--- config.mk ---
export PLATFORM = sky130hd
export DESIGN_NAME = swec_ctrl
export DESIGN_NICKNAME = d
export VERILOG_FILES = /design/src/swec_pkg.sv /design/src/swec_ctrl.sv
export SDC_FILE = /design/constraint.sdc
export NUM_CORES = 1
export LEC_CHECK = 0
export ABC_AREA = 1
export BUFFER_PORTS_ARGS = -buffer_cell sky130_fd_sc_hd__buf_4
export CAP_MARGIN = 20
export CORE_AREA = 2 2 39 41
export DETAILED_ROUTE_END_ITERATION = 6
export DIE_AREA = 0 0 41 43
export PLACE_DENSITY = 0.3
export SYNTH_ARGS = -nofsm -noshare
export SYNTH_HDL_FRONTEND = slang
export SYNTH_SLANG_ARGS = --single-unit
--- constraint.sdc ---
create_clock -name clk -period 2.4 [get_ports clk]
set_input_delay 0.48 -clock clk [delete_from_list [all_inputs] [get_ports clk]]
set_output_delay 0.48 -clock clk [all_outputs]
set_load 0.05 [all_outputs]
--- src/swec_pkg.sv ---
// swec_pkg: shared types and constants for the sliding window event counter.
// No dependencies; imported by swec_ctrl, swec_dp and the top level.
package swec_pkg;

  localparam int STORE_DEPTH_DEF = 1024;
  localparam int TS_W            = 63;
  localparam int WIN_W           = 31;
  localparam int LIVE_W          = 11;
  localparam logic [WIN_W-1:0] WINDOW_RESET = 31'd1000000000;

  localparam logic OP_QUERY  = 1'b0;
  localparam logic OP_RECORD = 1'b1;

  typedef enum logic {
    S_IDLE,
    S_EXPIRE
  } swec_state_t;

  // controller -> datapath
  typedef struct packed {
    logic capture;  // latch the incoming beat
    logic pop;      // drop the oldest stored hit
    logic finish;   // record (if asked), load result register
  } swec_cmd_t;

  // datapath -> controller
  typedef struct packed {
    logic head_expired;  // store not empty and oldest hit is out of window
  } swec_stat_t;

endpackage

--- src/swec_ctrl.sv ---
// swec_ctrl: controller FSM of the sliding window event counter.
// Depends on swec_pkg (state enum, command and status structs).
module swec_ctrl (
  input  logic                  clk,
  input  logic                  rst_n,
  input  logic                  in_valid,
  output logic                  in_ready,
  output logic                  out_valid,
  input  logic                  out_ready,
  input  swec_pkg::swec_stat_t  stat,
  output swec_pkg::swec_cmd_t   cmd
);
  import swec_pkg::*;

  swec_state_t state_r, state_nxt;
  logic        out_valid_r, out_valid_nxt;
  logic        slot_free;

  assign slot_free = !out_valid_r || out_ready;

  // next state
  always_comb begin
    state_nxt = state_r;
    unique case (state_r)
      S_IDLE: begin
        if (in_valid) state_nxt = S_EXPIRE;
      end
      S_EXPIRE: begin
        if (!stat.head_expired && slot_free) state_nxt = S_IDLE;
      end
      default: state_nxt = S_IDLE;
    endcase
  end

  // outputs
  always_comb begin
    cmd      = '0;
    in_ready = 1'b0;
    unique case (state_r)
      S_IDLE: begin
        in_ready    = 1'b1;
        cmd.capture = in_valid;
      end
      S_EXPIRE: begin
        cmd.pop    = stat.head_expired;
        cmd.finish = !stat.head_expired && slot_free;
      end
      default: ;
    endcase
  end

  always_comb begin
    if (cmd.finish) out_valid_nxt = 1'b1;
    else if (out_ready) out_valid_nxt = 1'b0;
    else out_valid_nxt = out_valid_r;
  end

  always_ff @(posedge clk) begin
    if (!rst_n) begin
      state_r     <= S_IDLE;
      out_valid_r <= 1'b0;
    end else begin
      state_r     <= state_nxt;
      out_valid_r <= out_valid_nxt;
    end
  end

  assign out_valid = out_valid_r;

endmodule

# Word level (Yosys, flattened, before mapping)
# Index checks and enable logic that the tools add are counted.
# word_totals
output_inout_bits,5
input_bits,5
reg_bits,2
word_cells,16
# op_classes
reduce_logical,5
n_mux,8
bitwise_logic,1
# op_table
operator,count
two-way mux 1 bit,6
logical NOT 1 bit,2
two-way mux 2 bit,1
case mux 1 bit (2 select lines),1
nonzero test 2 bit,1
logical AND 1 bit,1
logical OR 1 bit,1
inverter 1 bit,1

# Logic depth before layout (Yosys ltp)
# logic_depth
word_depth,5
depth_mapped,4

# Worst setup path after synthesis
# Ideal clock, no wire load.
# synth_path
path_kind,input to output
start,in in_valid
end,out cmd[2] in the netlist's numbering
path_buffers,0
setup_slack_ns,0.774
required_time_ns,1.920
arrival_time_ns,1.146
path_stages,2
path_cell_list,inv_1 -> nor2_1
# synth_lines
element,line_no,text
start: declaration,swec_ctrl.sv:6,"input logic in_valid,"
end: declaration,swec_ctrl.sv:11,output swec_pkg::swec_cmd_t cmd

==> flow_metrics.tcl <==
set metrics [dict create \
    outcome "complete, no violations" \
    switchingPower_mw 0.0470 \
    max_slew.worst_pin.slew_ns 0.158 \
    design_area_um2 214 \
    place_area_um2 191 \
    initial_antenna_violation_count 0 \
    finalWeightedCongestion 0.614 \
    worstSetupPathType "flip-flop to output port" \
    tritoncts "yes" \
    fp-row-count 14 \
    synth-seq-area-share_pct 36.0 \
    drv.max_cap_violation_count 0 \
    die-width_um 41 \
    max_clock_buf_depth 2 \
    fmax_achieved_mhz 652 \
    total_power_mw 0.152 \
    dpl_worst_slack_ns 0.870 \
    fin_cells 45 \
    sw_frac_of_total_pct 31.0 \
    hold_class "flip-flop to flip-flop" \
    yosysUniqueCellTypes 8 \
    fin_skew_ns 0.00495 \
    power.static_leakage_nw 0.119 \
    timing.slew.headroom_pct 89.5 \
    cp_data_arrival_time_ns 1.05 \
    post_cts.resized_instances 0 \
    power.share.clock_pct 48.7 \
    grt-ovfl-total 0 \
    drc 0 \
    clkLatencyLatePin_ns 0.22 \
    design.die.area_um2 1760 \
    cts.htree.levels 1 \
    seq_power_share_pct 25.1 \
    cts_root_buf "clkbuf_4" \
    synth_cell_area_um2 111 \
    grtUsageTotal_pct 4.70 \
    first_global_vias 118 \
    post_route_ant_nets 0 \
    numClockSinks 2 \
    drt-pass1-iter-count 2 \
    path_clk_slew_ns 0.03 \
    crit_path_start_kind "flip-flop" \
    cell_internal_pwr_mw 0.105 \
    vdd_drop_max_v 0.000342 \
    kind_of_capture_point_of_the_worst_setup_path "output port" \
    timing.final.ws_setup_ns 0.866 \
    drt_wl_total_um 289 \
    layout-drive-gt1-share_pct 44.8 \
    core-area_um2 1380 \
    report.final.slew_viol_count 0 \
    setup_total_negative_slack_ns 0 \
    rsz0062_at_grt "no" \
    n_antenna_cell 0 \
    crit_fanout 5 \
    areaGrowthSynthToFinish_pct 92.1 \
    postCtsHoldBufs 0 \
    routedWlPerCell_um 6.42 \
    synth-seq-cells 2 \
    synth.net_count 23 \
    vias 126 \
    synth_cells 18 \
    first_pass_grt_wire_length_um 469 \
    maximum_number_of_pins_on_one_net_before_global_route_repair 6 \
    setup_viols_final 0 \
    hold_slack_ns 0.491 \
    crit_required_ns 1.92 \
    io_buffers 9 \
    place_inst 42 \
    post_synth.cell_area_avg_um2 6.19 \
    cts_setup_buffers 0 \
    post-route-min-period_ns 1.53 \
    design.final.nets 36 \
    route.detailed.vias_per_inst 2.80 \
    drt_iter0_drc 2 \
    floorplan.io_pins 10 \
    period_share_pct 63.9 \
    cts_made_buffers 3 \
    yosys_warnings 0 \
    combinationalPowerShare_pct 26.2 \
    finalHoldViolations 0 \
    initial_core_utilization_pct 8.05 \
    utilization_pct 15.5 \
    dieHeight_um 43 \
    power_per_cell_area_nw_per_um2 708 \
]
## layout make-up
cell class,count,area [um2]
multi-input cells,9,41.3
clock buffers,3,22.5
repair buffers,9,67.6
flip-flops and latches,2,40.0
fillers,159,1170
well taps,16,20.0
inverters,6,22.5
## cell usage in the layout (no fill, tap or decap)
cell,Yosys,routed
nand2_1,3,3
nor2_2,1,1
dfxtp_1,2,2
o21ai_0,1,1
inv_1,6,6
clkbuf_4,0,3
buf_4,1,9
nor2_1,3,3
a21boi_1,1,1
## per-layer routing
metal  track usage (%)  wire, um  vias up
met5                 0         0        -
met4              4.00         0        0
met2              3.44        52       12
met3              6.81        82        0
met1              5.41       154       43
li1                  -         -       71
## sequential cells by signal (all words and copies together) (netlist names)
signal,cells
out_valid,1
state_r,1
## power by group through the flow
stage | Clock [mW] | Combinational (mW) | Sequential, mW
6_report | 0.0738 | 0.0397 | 0.0380
5_1_grt | 0.0827 | 0.0423 | 0.0384
2_1_floorplan | 0 | 0.0239 | 0.0406
3_3_place_gp | 0 | 0.0399 | 0.0382
3_5_place_dp | 0 | 0.0399 | 0.0385
4_1_cts | 0.0781 | 0.0400 | 0.0380
## cell families (layout without fill, tap and decap cells)
group	after synthesis	count (layout)	synth area share [%]
simple gates	7	7	25.8
flops	2	2	36.0
buf+inv	7	18	27.0
compound gates	2	2	11.2
## final timing paths
| check | start | end | slack (ns) | depth (start not counted) |
|---|---|---|---|---|
| hold / removal | out_valid | out_valid | 0.49 | 2 |
| hold reg to reg | out_valid | out_valid | 0.49 | 2 |
| setup reg to reg | state_r | state_r | 1.62 | 3 |
| setup / recovery | state_r | cmd[0] | 0.87 | 3 |
## critical path, cell delays in order (launching register included)
cell	delay (ns)
dfxtp_1	0.38
nand2_1	0.10
nor2_2	0.14
buf_4	0.21
## synth_stat cells, drive strengths merged
library cell  n  area, um2
o21ai         1       5.00
nand2         3       11.3
nor2          4       17.5
inv           6       22.5
a21boi        1       7.51
buf           1       7.51
dfxtp         2       40.0
Power figures use the tool's default switching activity.
